[src/cse_pkg.sv]
// Shared types and constants for the cubic spline evaluator.
package cse_pkg;

    localparam int DataW = 32;

    typedef struct packed {
        logic               action;
        logic [5:0]         segment_index;
        logic signed [31:0] knot_x;
        logic signed [31:0] coef_a;
        logic signed [31:0] coef_b;
        logic signed [31:0] coef_c;
        logic signed [31:0] coef_d;
        logic signed [31:0] sample_x;
    } cse_in_t;

    typedef struct packed {
        logic signed [31:0] value;
        logic signed [31:0] first_derivative;
        logic signed [31:0] second_derivative;
        logic               value_error;
        logic               derivative_error;
        logic               saturated;
    } cse_out_t;

    typedef enum logic [2:0] {
        REG_SEGMENT_COUNT = 3'd0,
        REG_X_FIRST       = 3'd1,
        REG_X_LAST        = 3'd2,
        REG_Y_LAST        = 3'd3,
        REG_KNOT_SPACING  = 3'd4,
        REG_EQUIDISTANT   = 3'd5,
        REG_CLAMP_ENABLE  = 3'd6
    } cse_reg_t;

    localparam logic ACT_WRITE = 1'b0;
    localparam logic ACT_EVAL  = 1'b1;

    typedef struct packed {
        logic       equidistant;
        logic       clamp_enable;
        logic [6:0] segment_count;
        logic signed [31:0] x_first;
        logic signed [31:0] x_last;
        logic signed [31:0] y_last;
        logic [30:0] knot_spacing;
    } cse_cfg_t;

    function automatic logic signed [31:0] sat32(input logic signed [63:0] v,
                                                 output logic flag);
        flag = 1'b0;
        if (v > 64'sh7FFFFFFF) begin
            flag = 1'b1;
            return 32'sh7FFFFFFF;
        end
        if (v < -64'sh80000000) begin
            flag = 1'b1;
            return 32'sh80000000;
        end
        return v[31:0];
    endfunction

endpackage

[src/cse_front.sv]
// Front part: configuration registers and input word intake.
module cse_front import cse_pkg::*; (
    input  logic        aclk,
    input  logic        aresetn,
    input  logic        cfg_we,
    input  logic [2:0]  cfg_index,
    input  logic [31:0] cfg_wdata,
    output cse_cfg_t    cfg,
    input  logic        s_valid,
    output logic        s_ready,
    input  cse_in_t     s_word,
    output logic        q_valid,
    input  logic        q_ready,
    output cse_in_t     q_word
);
    cse_cfg_t cfg_reg, cfg_next;

    assign cfg     = cfg_reg;
    assign q_valid = s_valid;
    assign s_ready = q_ready;
    // Evaluations and writes pass unchanged; the back part sorts them by action.
    assign q_word  = s_word;

    always_comb begin
        cfg_next = cfg_reg;
        if (cfg_we) begin
            case (cse_reg_t'(cfg_index))
                REG_SEGMENT_COUNT: cfg_next.segment_count = cfg_wdata[6:0];
                REG_X_FIRST:       cfg_next.x_first       = cfg_wdata;
                REG_X_LAST:        cfg_next.x_last        = cfg_wdata;
                REG_Y_LAST:        cfg_next.y_last        = cfg_wdata;
                REG_KNOT_SPACING:  cfg_next.knot_spacing  = cfg_wdata[30:0];
                REG_EQUIDISTANT:   cfg_next.equidistant   = cfg_wdata[0];
                REG_CLAMP_ENABLE:  cfg_next.clamp_enable  = cfg_wdata[0];
                default:           cfg_next = cfg_reg;
            endcase
        end
    end

    always_ff @(posedge aclk) begin
        if (!aresetn) begin
            cfg_reg.segment_count <= 7'd1;
            cfg_reg.x_first       <= 32'sd0;
            cfg_reg.x_last        <= 32'sd65536;
            cfg_reg.y_last        <= 32'sd0;
            cfg_reg.knot_spacing  <= 31'd65536;
            cfg_reg.equidistant   <= 1'b0;
            cfg_reg.clamp_enable  <= 1'b1;
        end else begin
            cfg_reg <= cfg_next;
        end
    end
endmodule

[config.mk]
export PLATFORM = sky130hd
export DESIGN_NAME = cse_front
export DESIGN_NICKNAME = d
export VERILOG_FILES = /design/src/cse_pkg.sv /design/src/cse_front.sv
export SDC_FILE = /design/constraint.sdc
export NUM_CORES = 1
export LEC_CHECK = 0
export BUFFER_PORTS_ARGS = -buffer_cell sky130_fd_sc_hd__buf_2
export CORE_AREA = 2 2 224 226
export CTS_CLUSTER_SIZE = 16
export DETAILED_ROUTE_END_ITERATION = 7
export DIE_AREA = 0 0 226 228
export GPL_TIMING_DRIVEN = 0
export PLACE_DENSITY = 0.45
export SYNTH_ARGS = -nofsm -noshare
export SYNTH_HDL_FRONTEND = slang
export SYNTH_SLANG_ARGS = --single-unit
[constraint.sdc]
create_clock -name aclk -period 2.4 [get_ports aclk]
set_input_delay 0.48 -clock aclk [delete_from_list [all_inputs] [get_ports aclk]]
set_output_delay 0.48 -clock aclk [all_outputs]
set_load 0.02 [all_outputs]
==> impl_results.md <==
- Fin Setup TNS: 0 ps
- Clock skew: 0 ps
- Final Non-Filler Cells: 1,763
- Largest net degree at the start of global routing: 17
- Max reg flops: approximately 140
- Number of I/O port buffers: around 370
- Initial Util: 13.1%
- Total CTS buffers: 17
- Bufs and invs on worst path: 3
- Sequential share of power: 38.9%
- DP Wirelength: 23,700 um
- M1 wire length: 11,500 um
- DR WL/cell: around 17 um
- Die area: about 50,000 um^2
- Comb pwr share: between 10% and 20%
- Placed Cells: 1,730
- Initial antenna violation count: 4
- Worst-path clk slew: 60 ps
- RSZ-0062 raised after global routing: no
- Grt total ovfl: 0
- Synthesized area: 6480 um^2
- CTS Root Cell: clkbuf_16
- Met3 routed WL: 1940 um
- Count of cell types in the netlist: 12
- Routed wire length: 29,200 um
- Drc violations: 0
- Hold Fails Final Rpt: 0
- YS warnings: 0
- Antenna Nets Post-Route: 0
- Synthesized flop and latch total: between 100 and 150
- Resized cells post-CTS: 0
- Routability cong.: 0.774
- Max layer used: met5
- Overall Power: 5.99 mW
- Setup-failing EPs final: 0
- Post-synth top area cell: dfxtp_1
- Die H: between 200 and 250 um
- Setup Buffers After CTS: 0
- Core area: between 40,000 and 50,000 um^2
- Crit-path max FO: 10
- CTS tree: built
- Rows: 82
- Worst Setup End Kind: flip-flop
- Area grow syn2layout: 50.5%
- Critical path type: in -> reg
- DR vias/cell: 3.29
- H-tree levels: 4
- Hold Worst Slack: 303 ps
- Synth area leaders: dfxtp_1 42%, buf_4 24%, mux2i_1 21%
- P_leak: 5.35 nW
- First-pass GRT wire length: 38,800 um
- Mean Syn Cell Area: ~9.5 um^2
- Fraction of layout cells with a size suffix above 1: 57.3%
- Worst path required time: 2790 ps
- Rel. slew slack: 34.5%
- TritonRoute pass-1 iters: 4
- Top cell type's share of synthesized area: 42.0%
- Via count: 5,804
- Tot GR Track Use: 11.0%
- CTS Buffer Depth: 2
- Max incr delay on CP: about 770 ps
- Metal2 WL: 15,200 um
- Outcome: complete, no violations
- Worst slew pin tran: 982 ps
- Crit start category: primary input
- Slew Limit Fails: 0
- Peak VDD IR: 409 uV
- Syn nets: 924
- Die W: 226 um
- CP Cell Sequence: buf_2, buf_2, clkbuf_1, nand2_1, mux2i_1
- Period utilization: 69.9%
- Max Freq: 596 MHz
- Vias in the first global route: 5,627
- Clock latency on the worst-skew pair: 460 ps
- Sequential area share after synthesis: 42.0%
- Hold_buf cts: 0
- FILL cells: about 5.5k
- Top-level I/O count: between 500 and 600
- Top cell by count, worst path: buf_2
- Worst Hold Class: in -> reg
- Internal power: 4.19 mW
- Clock sink count: around 140
- Clk pwr share: 43.3%
- Post-layout net count: 1,316
- Power Dens Cells: between 600 and 700 nW/um^2
- Cell family with most CP delay: buffers and inverters
- Post-Syn Instances: between 600 and 700
- 1st-iter DRT viols: 152
- Final min period: ~1700 ps
- Max-cap violations: 0
- Slowest-stage cell, CP: clkbuf_1
- Switching share of power: a little under a third
- Critical path data arrival time: approximately 2100 ps
- NetSw: 1.80 mW
## cell type report
class                           count  area (um^2)  area share, %
Sequential cell                   136         2720           27.9
Multi-Input combinational cell    313         2090           21.4
Timing Repair Buffer              373         1870           19.1
Buffer                            236         1670           17.2
Tap cell                          672          841           8.62
Clock buffer                       18          429           4.40
Clock inverter                     14          134           1.37
Antenna cell                        1         2.50         0.0257
## per-stage QoR
| step | utilization (%) | cell area, um^2 | setup WS [ps] |
|---|---|---|---|
| 6_report | 19.8 | 9760 | 722 |
| 5_1_grt | 19.8 | 9760 | 550 |
| 2_1_floorplan | - | 6480 | 1010 |
| 3_5_place_dp | 18.6 | 9190 | 137 |
| 4_1_cts | 19.8 | 9750 | 658 |
| 3_3_place_gp | 18.6 | 9190 | 178 |
## cell usage in the layout (no fill, tap or decap)
cell type   Yosys  routed
and4bb_2        1       1
buf_1           1       1
buf_2          15     388
buf_4         205     205
bufinv_16       0       1
clkbuf_1       15      16
clkbuf_16       0      17
clkinv_2        0       2
clkinv_4        0       2
clkinvlp_4      0       2
dfxtp_1       136     136
diode_2         0       1
inv_6           0       7
mux2i_1       136     136
nand2_1       164     164
nand4b_1        3       3
nand4bb_1       2       2
nor2b_1         6       6
or4b_1          1       1
## kinds of logic (layout without fill, tap and decap cells)
family                 Yosys count  count (layout)  share of synthesized area [%]
muxes                          136             136                           21.0
buffers and inverters          236             641                           25.8
other                            0               1                              0
and+or+nand+nor                177             177                           11.2
DFF                            136             136                           42.0
## worst min-delay path, stage by stage
cell and delay (ps):
buf_2 90, nor2b_1 50, mux2i_1 100
## power groups by stage
stage / Clock (mW) / Sequential (mW) / Combinational, mW
finish: 2.60 / 2.33 / 1.07
global route: 2.82 / 2.34 / 1.14
CTS: 2.75 / 2.33 / 1.09
detailed placement: 0 / 2.38 / 1.09
global placement: 0 / 2.38 / 1.09
floorplan: 0 / 2.44 / 0.646
## synth_stat cells, drive strengths merged
master	number
buf	221
nand4bb	2
clkbuf	15
nand4b	3
mux2i	136
or4b	1
dfxtp	136
and4bb	1
nor2b	6
nand2	164
## path summary, 6_finish.rpt
check	startpoint	cells past startpoint	slack, ps	endpoint
setup / recovery	aresetn	5	720	cfg[85]$_SDFFE_PN0P_
hold / removal	cfg_wdata[0]	3	300	cfg[127]$_SDFFE_PN1P_
setup reg to reg	cfg[99]$_SDFFE_PN0P_	2	1770	cfg[99]$_SDFFE_PN0P_
hold reg to reg	cfg[109]$_SDFFE_PN0P_	2	450	cfg[109]$_SDFFE_PN0P_
## routing by layer
| metal | up-vias | global-route usage [%] |
|---|---|---|
| li1 | 2791 | - |
| met1 | 2711 | 12.0 |
| met2 | 270 | 19.8 |
| met3 | 30 | 3.71 |
| met4 | 2 | 3.33 |
| met5 | - | 0 |
Note: power is estimated with default switching activity, not from simulation.
