[src/cse_pkg.sv]
// Shared types and constants for the cubic spline evaluator.
package cse_pkg;

    localparam int DataW = 32;

    typedef struct packed {
        logic               action;
        logic [5:0]         segment_index;
        logic signed [31:0] knot_x;
        logic signed [31:0] coef_a;
        logic signed [31:0] coef_b;
        logic signed [31:0] coef_c;
        logic signed [31:0] coef_d;
        logic signed [31:0] sample_x;
    } cse_in_t;

    typedef struct packed {
        logic signed [31:0] value;
        logic signed [31:0] first_derivative;
        logic signed [31:0] second_derivative;
        logic               value_error;
        logic               derivative_error;
        logic               saturated;
    } cse_out_t;

    typedef enum logic [2:0] {
        REG_SEGMENT_COUNT = 3'd0,
        REG_X_FIRST       = 3'd1,
        REG_X_LAST        = 3'd2,
        REG_Y_LAST        = 3'd3,
        REG_KNOT_SPACING  = 3'd4,
        REG_EQUIDISTANT   = 3'd5,
        REG_CLAMP_ENABLE  = 3'd6
    } cse_reg_t;

    localparam logic ACT_WRITE = 1'b0;
    localparam logic ACT_EVAL  = 1'b1;

    typedef struct packed {
        logic       equidistant;
        logic       clamp_enable;
        logic [6:0] segment_count;
        logic signed [31:0] x_first;
        logic signed [31:0] x_last;
        logic signed [31:0] y_last;
        logic [30:0] knot_spacing;
    } cse_cfg_t;

    function automatic logic signed [31:0] sat32(input logic signed [63:0] v,
                                                 output logic flag);
        flag = 1'b0;
        if (v > 64'sh7FFFFFFF) begin
            flag = 1'b1;
            return 32'sh7FFFFFFF;
        end
        if (v < -64'sh80000000) begin
            flag = 1'b1;
            return 32'sh80000000;
        end
        return v[31:0];
    endfunction

endpackage

[src/cse_queue.sv]
// Two-entry word queue between the front and back parts.
module cse_queue import cse_pkg::*; (
    input  logic    aclk,
    input  logic    aresetn,
    input  logic    in_valid,
    output logic    in_ready,
    input  cse_in_t in_word,
    output logic    out_valid,
    input  logic    out_ready,
    output cse_in_t out_word
);
    cse_in_t    slot_reg [2];
    logic [1:0] count_reg, count_next;
    logic       rd_reg, rd_next;
    logic       push, pop;

    assign in_ready  = (count_reg != 2'd2);
    assign out_valid = (count_reg != 2'd0);
    assign out_word  = slot_reg[rd_reg];
    assign push      = in_valid && in_ready;
    assign pop       = out_valid && out_ready;

    always_comb begin
        count_next = count_reg + {1'b0, push} - {1'b0, pop};
        rd_next    = pop ? ~rd_reg : rd_reg;
    end

    always_ff @(posedge aclk) begin
        if (!aresetn) begin
            count_reg <= 2'd0;
            rd_reg    <= 1'b0;
        end else begin
            count_reg <= count_next;
            rd_reg    <= rd_next;
        end
        if (push) begin
            slot_reg[rd_reg ^ count_reg[0]] <= in_word;
        end
    end
endmodule

[config.mk]
export PLATFORM = sky130hd
export DESIGN_NAME = cse_queue
export DESIGN_NICKNAME = d
export VERILOG_FILES = /design/src/cse_pkg.sv /design/src/cse_queue.sv
export SDC_FILE = /design/constraint.sdc
export NUM_CORES = 1
export LEC_CHECK = 0
export BUFFER_PORTS_ARGS = -buffer_cell sky130_fd_sc_hd__buf_2
export CORE_AREA = 4 4 180 199
export DETAILED_ROUTE_END_ITERATION = 7
export DIE_AREA = 0 0 184 203
export PLACE_DENSITY = 0.79
export SLEW_MARGIN = 20
export SYNTH_ARGS = -nofsm -noshare
export SYNTH_HDL_FRONTEND = slang
export SYNTH_SLANG_ARGS = --single-unit
[constraint.sdc]
create_clock -name aclk -period 24.5 [get_ports aclk]
set_input_delay 7.35 -clock aclk [delete_from_list [all_inputs] [get_ports aclk]]
set_output_delay 7.35 -clock aclk [all_outputs]
set_load 0.03 [all_outputs]
==> impl_metrics.env, run 1 <==
export IMPL_synth_edf_count=398
export IMPL_min_period_ns=10.63
export IMPL_avgSynthCellArea_um2=23.3
export IMPL_grt_pass1_wl_um=43800
export IMPL_fmax_mhz=94.0
export IMPL_rows=71
export IMPL_core_area_mm2=0.0339
export IMPL_cap_violations=0
export IMPL_grt_pass1_vias=7933
export IMPL_die_area_mm2=0.0374
export IMPL_routed_wl_um=30100
export IMPL_worst_slew_pin_slew_ns=1.09
export IMPL_r2r_cells=4
export IMPL_syn_inst=643
export IMPL_cts_max_level=2
export IMPL_clkLatencyLatePin_ns=0.52
export IMPL_worstSetupPathType="reg -> out"
export IMPL_critPathBufInv=3
export IMPL_drive_gt1_frac=0.605
export IMPL_hpwl_um=20700
export IMPL_critical_path_max_stage_delay_ns=0.79
export IMPL_first_pass_iters=4
export IMPL_clkSinkCount=402
export IMPL_worstPathRequired_ns=17.15
export IMPL_leakage_nw=7.11
export IMPL_crit_chain="buf_4 -> buf_4 -> mux2_4 -> buf_2"
export IMPL_antenna_found_initial=7
export IMPL_track_usage=0.151
export IMPL_syn_nets=848
export IMPL_drc=0
export IMPL_r2r_start="count_reg[0]"
export IMPL_min_delay_start="rd_reg"
export IMPL_grt_max_degree=78
export IMPL_fin_tns_setup_ns=0
export IMPL_synth_simple_area_share=0.00417
export IMPL_fp_dieH_um=203
export IMPL_numCtsBuffers=38
export IMPL_critPathTopFamily="buffers and inverters"
export IMPL_synthFlopType="edfxtp_1"
export IMPL_powerDensity_mw_per_mm2=122
export IMPL_grt_overflow=0
export IMPL_viasPerCell=4.87
export IMPL_yosysWarnings=0
export IMPL_area_delta_synth_final_pct=24.2
export IMPL_async_reset_ff_frac=0
export IMPL_ys_seq_area_frac=0.802
export IMPL_largest_reg_flops=398
export IMPL_drtIter0Drc=374
export IMPL_ir_worst_vdd_mv=0.0992
export IMPL_cp_arrival_ns=3.28
export IMPL_ios=404
export IMPL_post_route_period_util=0.434
export IMPL_synth_top_family_by_area="multiplexers"
export IMPL_clk_pin_slew_ns=0.07
export IMPL_cp_end_kind="primary output"
export IMPL_hp_class="reg -> reg"
export IMPL_hold_violations=0
export IMPL_initial_core_util=0.442
export IMPL_post_cts_buffers=0
export IMPL_slowest_stage="buf_4"
export IMPL_reg2reg_slack_ns=21.59
export IMPL_final_nets=1277
export IMPL_synth_largest_type_area_fraction=0.797
export IMPL_maxSlewViolCount=0
export IMPL_p_total_mw=2.28
export IMPL_synth_area_leader_cell="edfxtp_1"
export IMPL_rsz0062_at_grt="false"
export IMPL_yosysUniqueCellTypes=19
export IMPL_skew_ns=0.0149
export IMPL_synth_xor_xnor_area_share=0.00150
export IMPL_synthTopCellsByCount="edfxtp_1 (398), mux2_4 (100), mux2_2 (99), buf_6 (14), buf_2 (8)"
export IMPL_synth_adder_area_share=0.00167
export IMPL_ctsHoldBuffers=0
export IMPL_portBuffers=403
export IMPL_syn_area_mm2=0.0150
export IMPL_gp_congestion=0.771
export IMPL_ys_seq_elements=402
export IMPL_outcome="completed"
export IMPL_yosysMostFrequentCell="edfxtp_1"
export IMPL_muxShareOfSynthArea=0.176
export IMPL_cts_root_buffer_cell="clkbuf_16"
export IMPL_crit_path_start_kind="register"
export IMPL_synth_area_leaders="edfxtp_1 (80%), mux2_4 (10%), mux2_2 (7.4%), buf_6 (1.1%), dfxtp_1 (0.53%)"
export IMPL_min_to="rd_reg"
export IMPL_vias=7493
export IMPL_cpMostUsedCell="buf_4"
export IMPL_slew_headroom=0.275
export IMPL_synth_compound_area_frac=0.00150
export IMPL_die_w_um=184
export IMPL_antenna_left=0
export IMPL_cts_path_max_buffers=3
export IMPL_hold_depth=2
export IMPL_wire_per_inst_um=19.6
export IMPL_cts_tree="done"
export IMPL_post_cts_resized=0
export IMPL_crit_fanout=60
export IMPL_rr_endpoint="slot_reg[0][177]"
export IMPL_setup_viol_count_final=0
[cells in the final DEF (no fill, tap or decap), types with 2 or more instances in the layout]
master	synthesis	layout
ha_1	2	2
mux2_4	100	100
nor2b_1	2	2
mux2_2	99	99
clkbuf_16	0	41
mux2i_1	2	2
dfxtp_1	4	3
nand2_1	3	3
clkinv_1	0	7
diode_2	0	4
buf_2	8	403
nand2b_1	2	2
buf_4	0	8
clkinv_2	0	7
clkbuf_1	0	8
edfxtp_1	398	398
bufinv_16	0	2
[routing by layer]
metal,part of all wire,wire [µm],up-vias,global-route usage
met5,0.00093,28,-,0
li1,-,-,3423,-
met1,0.36,10900,3683,0.171
met3,0.087,2610,56,0.0491
met4,0.025,747,4,0.0523
met2,0.53,15800,327,0.268
[area by class of cell]
cell class	instances	area, µm²
Clock inverter	16	121
Fill cell	2637	15300
Multi-Input combinational cell	218	2790
Tap cell	438	548
Timing Repair Buffer	411	2080
Sequential cell	402	12000
Inverter	1	3.75
Antenna cell	4	10.0
Clock buffer	49	1060
[where the power goes]
group          total [mW]  switching [mW]  internal (mW)  leakage, nW
clock network       0.554           0.230          0.324        0.581
logic               0.735           0.482          0.253         2.78
registers           0.991          0.0410          0.950         3.75
total                2.28           0.753           1.53         7.11
[cell families (layout without fill, tap and decap cells)]
logic type | after synthesis | in the layout
flops | 402 | 402
buf+inv | 23 | 477
fa+ha+maj | 2 | 2
compound gates | 3 | 3
xor+xnor | 1 | 1
mux | 201 | 201
simple gates | 11 | 11
other cells | 0 | 4
[worst register-to-register path, cell delays in order (launching register included)]
cell and delay [ns]:
dfxtp_1 0.37, or3_1 0.41, a21boi_4 0.19, buf_4 0.54, buf_4 0.88
[worst max-delay path by stage]
stage,slack (ns),cells past startpoint,end
after floorplan,1.75,1,slot_reg[0][0]
after global placement,14.45,4,out_word[122]
after detailed placement,14.39,4,out_word[183]
after CTS,13.82,4,out_word[156]
after global routing,13.66,4,out_word[156]
final,13.87,4,out_word[156]
[metrics by stage]
stage / area (µm²) / setup WS, ns / util / hold WS [ns] / cells
after floorplan: 15000 / 1.75 / - / 0.494 / 643
after global placement: 17500 / 14.45 / 0.514 / 0.510 / 1470
after detailed placement: 17500 / 14.39 / 0.514 / 0.541 / 1470
after CTS: 18600 / 13.82 / 0.549 / 0.566 / 1535
after global routing: 18600 / 13.66 / 0.549 / 0.600 / 1539
final: 18600 / 13.87 / 0.549 / 0.587 / 1539
(Power assumes the default switching activity.)
==> run 2: changes to the inputs <==
--- a/config.mk
+++ b/config.mk
@@ -9,7 +9,7 @@
 export CORE_AREA = 4 4 180 199
 export DETAILED_ROUTE_END_ITERATION = 7
 export DIE_AREA = 0 0 184 203
-export PLACE_DENSITY = 0.79
+export PLACE_DENSITY = 0.82
 export SLEW_MARGIN = 20
 export SYNTH_ARGS = -nofsm -noshare
 export SYNTH_HDL_FRONTEND = slang
==> constraint.sdc (replaced) <==
create_clock -name aclk -period 9.5 [get_ports aclk]
set_input_delay 2.85 -clock aclk [delete_from_list [all_inputs] [get_ports aclk]]
set_output_delay 2.85 -clock aclk [all_outputs]
set_load 0.03 [all_outputs]
==> run 2 against run 1 <==
Against the previous run: clock skew shrank 0.0018 ns; non-clock buffer count shrank 1; count of clock-buffer cells in the layout grew 3; wire length grew 0.28%; flip-flop and latch count is the same; combinational power grew to 2.5 times the previous value; cell area grew 0.68%; utilization grew 0.38 points; sequential share of layout area shrank 0.44 points; final cell count grew 0.32%; register-to-register slack lost 15 ns; critical path type unchanged; largest cell class unchanged.
==> impl_metrics.env, run 2 (synthesis gave the netlist of run 1 again) <==
export IMPL_post_cts_resized=0
export IMPL_grt_pass1_vias=7910
export IMPL_area_delta_synth_final_pct=25.1
export IMPL_hpwl_um=20900
export IMPL_setup_viol_count_final=0
export IMPL_cts_max_level=2
export IMPL_first_pass_iters=4
export IMPL_vias=7479
export IMPL_ir_worst_vdd_mv=0.218
export IMPL_numCtsBuffers=40
export IMPL_track_usage=0.155
export IMPL_cp_end_kind="primary output"
export IMPL_skew_ns=0.0131
export IMPL_drtIter0Drc=412
export IMPL_fin_tns_setup_ns=0
export IMPL_portBuffers=403
export IMPL_critical_path_max_stage_delay_ns=1.03
export IMPL_grt_max_degree=133
export IMPL_drive_gt1_frac=0.608
export IMPL_slowest_stage="dfxtp_4"
export IMPL_critPathBufInv=2
export IMPL_maxSlewViolCount=0
export IMPL_ios=404
export IMPL_fillers=2600
export IMPL_ctsHoldBuffers=0
export IMPL_cts_path_max_buffers=3
export IMPL_post_cts_buffers=0
export IMPL_fin_area_mm2=0.0188
export IMPL_min_period_ns=5.87
export IMPL_viasPerCell=4.84
export IMPL_p_total_mw=6.01
export IMPL_drc=0
export IMPL_gp_congestion=0.836
export IMPL_wl_met3_um=2920
export IMPL_initial_core_util=0.442
export IMPL_dr_wl_met2_um=15800
export IMPL_powerDensity_mw_per_mm2=320
export IMPL_antenna_found_initial=5
export IMPL_wl_met1_um=10600
export IMPL_numPlacedInstances=1469
export IMPL_clkSinkCount=402
export IMPL_dpl_instance_area_mm2=0.0175
export IMPL_outcome="completed"
export IMPL_rows=71
export IMPL_cp_arrival_ns=3.02
export IMPL_rsz0062_at_grt="false"
export IMPL_post_route_period_util=0.618
export IMPL_hold_violations=0
export IMPL_routed_wl_um=30200
export IMPL_finalWorstSetupSlack_ns=3.63
export IMPL_dr_max_layer_used="met5"
export IMPL_cts_root_buffer_cell="clkbuf_16"
export IMPL_wire_per_inst_um=19.6
export IMPL_fin_cells=1544
export IMPL_antenna_left=0
export IMPL_cap_violations=0
export IMPL_grt_overflow=0
export IMPL_r2r_cells=4
export IMPL_critPathTopFamily="flip-flops"
export IMPL_crit_chain="buf_4 -> mux2_2 -> buf_2"
export IMPL_fmax_mhz=170
export IMPL_final_core_util=0.553
export IMPL_rr_endpoint="slot_reg[0][155]"
export IMPL_grt_pass1_wl_um=44600
export IMPL_final_common_cell="buf_2"
export IMPL_hp_class="reg -> reg"
export IMPL_fp_dieH_um=203
export IMPL_leakage_nw=7.17
export IMPL_cts_tree="done"
export IMPL_final_nets=1278
export IMPL_worstSetupPathType="reg -> out"
export IMPL_r2r_start="rd_reg"
export IMPL_crit_fanout=69
export IMPL_hold_depth=2
export IMPL_core_area_mm2=0.0339
export IMPL_largest_reg_flops=398
export IMPL_die_area_mm2=0.0374
export IMPL_holdWs_ns=0.552
export IMPL_crit_path_start_kind="register"
export IMPL_die_w_um=184
export IMPL_reg2reg_slack_ns=6.57
export IMPL_slew_headroom=0.290
export IMPL_clkLatencyLatePin_ns=0.53
export IMPL_worstPathRequired_ns=6.65
export IMPL_clk_pin_slew_ns=0.05
export IMPL_dpl_worst_slack_ns=4.13
export IMPL_worst_slew_pin_slew_ns=1.06
export IMPL_min_delay_start="rd_reg"
export IMPL_final_cell_mix="buf_2 (403), edfxtp_1 (398), mux2_4 (100)"
==> run 2: changes by cell type in the layout (fill, tap and decap cells not counted) <==
| cell | previous run | this run |
|---|---|---|
| diode_2 | 4 | 3 |
| clkinv_2 | 7 | 8 |
| clkinv_1 | 7 | 3 |
| bufinv_16 | 2 | 5 |
| buf_12 | 0 | 1 |
| clkbuf_1 | 8 | 11 |
| clkinvlp_4 | 0 | 1 |
| inv_6 | 0 | 3 |
| buf_4 | 8 | 6 |
==> run 2: layout make-up <==
cell class	count	area (µm²)	area share
Sequential cell	402	12000	0.641
Multi-Input combinational cell	218	2790	0.149
Timing Repair Buffer	410	2080	0.111
Clock buffer	52	1070	0.0569
Tap cell	438	548	0.0292
Clock inverter	20	235	0.0125
Antenna cell	3	7.51	0.000400
Inverter	1	3.75	0.000200
==> run 2: tightest hold or removal path, stage by stage (launching register included) <==
cell     delay [ns]
dfxtp_1        0.35
nand2_1        0.09
mux2i_1        0.07
==> run 2: worst max-delay path by stage <==
stage	end	cells past startpoint	startpoint
after floorplan	slot_reg[0][0]	1	in_valid
after global placement	out_word[9]	3	register
after detailed placement	out_word[195]	3	register
after CTS	out_word[196]	3	register
after global routing	out_word[195]	3	register
final	out_word[195]	3	register
==> run 2: power by group <==
group          leakage, nW  switching (mW)  internal [mW]
logic                 2.78            1.22          0.653
clock network        0.639           0.625          0.933
registers             3.75           0.134           2.45
==> run 2: metal layers <==
metal | vias up | GRT usage
li1 | 3427 | -
met2 | 317 | 0.276
met4 | 4 | 0.0512
met5 | - | 0
met3 | 60 | 0.0590
met1 | 3671 | 0.171
==> run 3: changes to the inputs <==
==> constraint.sdc (replaced) <==
create_clock -name aclk -period 4.9 [get_ports aclk]
set_input_delay 1.47 -clock aclk [delete_from_list [all_inputs] [get_ports aclk]]
set_output_delay 1.47 -clock aclk [all_outputs]
set_load 0.03 [all_outputs]
==> run 3 against run 2 <==
Against the previous run: final cell count grew 0.58%; global-route usage about the same; count of clock-buffer cells in the layout is 2 lower; register-to-register slack got worse by 3.9 ns; power is 94% higher; worst setup slack worse by 2.6 ns.
==> impl_metrics.env, run 3 (synthesis gave the netlist of run 1 again) <==
export IMPL_rows=71
export IMPL_skew_ns=0.00663
export IMPL_final_nets=1288
export IMPL_fin_cells=1553
export IMPL_final_common_cell="buf_2"
export IMPL_worstSetupPathType="reg -> out"
export IMPL_grt_max_degree=112
export IMPL_cap_violations=0
export IMPL_wl_met1_um=10600
export IMPL_rsz0062_at_grt="false"
export IMPL_dr_wl_met2_um=15900
export IMPL_fmax_mhz=257
export IMPL_slowest_stage="dfxtp_4"
export IMPL_die_area_mm2=0.0374
export IMPL_grt_overflow=0
export IMPL_track_usage=0.155
export IMPL_min_period_ns=3.89
export IMPL_hpwl_um=21100
export IMPL_cts_path_max_buffers=3
export IMPL_crit_path_start_kind="register"
export IMPL_worstPathRequired_ns=3.43
export IMPL_numCtsBuffers=40
export IMPL_reg2reg_slack_ns=2.70
export IMPL_cts_root_buffer_cell="clkbuf_16"
export IMPL_gp_congestion=0.767
export IMPL_worst_slew_pin_slew_ns=0.836
export IMPL_ir_worst_vdd_mv=0.792
export IMPL_fillers=2585
export IMPL_post_cts_buffers=0
export IMPL_post_cts_resized=0
export IMPL_finalWorstSetupSlack_ns=1.01
export IMPL_drtIter0Drc=338
export IMPL_drc=0
export IMPL_cts_max_level=2
export IMPL_antenna_left=0
export IMPL_cp_end_kind="primary output"
export IMPL_critical_path_max_stage_delay_ns=0.88
export IMPL_leakage_nw=7.21
export IMPL_ctsHoldBuffers=0
export IMPL_crit_chain="buf_4 -> mux2_2 -> buf_2"
export IMPL_clkSinkCount=402
export IMPL_crit_fanout=51
export IMPL_final_cell_mix="buf_2 (403), edfxtp_1 (398), mux2_4 (100)"
export IMPL_outcome="completed"
export IMPL_setup_viol_count_final=0
export IMPL_routed_wl_um=30500
export IMPL_first_pass_iters=4
export IMPL_dr_max_layer_used="met5"
export IMPL_grt_pass1_wl_um=44800
export IMPL_cts_tree="done"
export IMPL_slew_headroom=0.443
export IMPL_die_w_um=184
export IMPL_ios=404
export IMPL_post_route_period_util=0.794
export IMPL_largest_reg_flops=398
export IMPL_drive_gt1_frac=0.609
export IMPL_clkLatencyLatePin_ns=0.52
export IMPL_clk_pin_slew_ns=0.06
export IMPL_hp_class="reg -> reg"
export IMPL_numPlacedInstances=1479
export IMPL_portBuffers=403
export IMPL_area_delta_synth_final_pct=25.7
export IMPL_wire_per_inst_um=19.6
export IMPL_hold_violations=0
export IMPL_antenna_found_initial=8
export IMPL_dpl_worst_slack_ns=1.53
export IMPL_initial_core_util=0.442
export IMPL_wl_met3_um=2760
export IMPL_core_area_mm2=0.0339
export IMPL_maxSlewViolCount=0
export IMPL_vias=7599
export IMPL_grt_pass1_vias=8042
export IMPL_cp_arrival_ns=2.42
export IMPL_powerDensity_mw_per_mm2=617
export IMPL_fp_dieH_um=203
export IMPL_viasPerCell=4.89
==> run 3: cell types whose count changed in the layout (fill, tap and decap cells not counted), sizes merged <==
cell	before	now
buf	410	420
clkbuf	52	50
clkinv	11	14
inv	4	2
diode	3	5
bufinv	5	4
clkinvlp	1	0
==> run 3: final timing paths <==
path                            startpoint               to  depth (start not counted)
worst min register to register      rd_reg         register                          2
worst max-delay path              register      out_word[6]                          3
worst max register to register      rd_reg  slot_reg[1][58]                          3
worst min-delay path                rd_reg         register                          2
==> run 3: power breakdown <==
group	leakage, nW	switching [mW]	internal, mW
combinational	2.85	2.42	1.33
sequential	3.75	0.238	4.74
clock	0.616	1.18	1.74
total	7.21	3.84	7.80
==> run 3: area by class of cell <==
| class | instances | area, µm² | area share |
|---|---|---|---|
| Multi-Input combinational cell | 218 | 2790 | 0.148 |
| Clock inverter | 19 | 194 | 0.0103 |
| Tap cell | 438 | 548 | 0.0291 |
| Timing Repair Buffer | 420 | 2220 | 0.118 |
| Clock buffer | 50 | 1060 | 0.0562 |
| Antenna cell | 5 | 12.5 | 0.000663 |
| Sequential cell | 402 | 12000 | 0.638 |
| Inverter | 1 | 3.75 | 0.000199 |
==> run 3: worst max-delay path, delay by kind of cell, from the launching register on <==
kind                   cells  cell delay, ns
muxes                      1            0.38
buffers and inverters      2            0.60
DFF                        1            0.88
==> run 3: routing by layer <==
metal | up-vias | track usage
met1 | 3717 | 0.169
li1 | 3457 | -
met3 | 82 | 0.0548
met4 | 8 | 0.0666
met5 | - | 0
met2 | 335 | 0.273
==> run 3: metrics by stage <==
step | area [µm²] | total power [mW] | setup TNS [ns] | hold WS [ns] | utilization
floorplan | 15000 | 7.82 | -60.93 | 0.494 | -
global placement | 17600 | 8.75 | 0 | 0.504 | 0.518
detailed placement | 17600 | 8.83 | 0 | 0.530 | 0.518
CTS | 18800 | 11.8 | 0 | 0.559 | 0.555
global route | 18900 | 12.1 | 0 | 0.609 | 0.556
finish | 18900 | 11.6 | 0 | 0.547 | 0.556
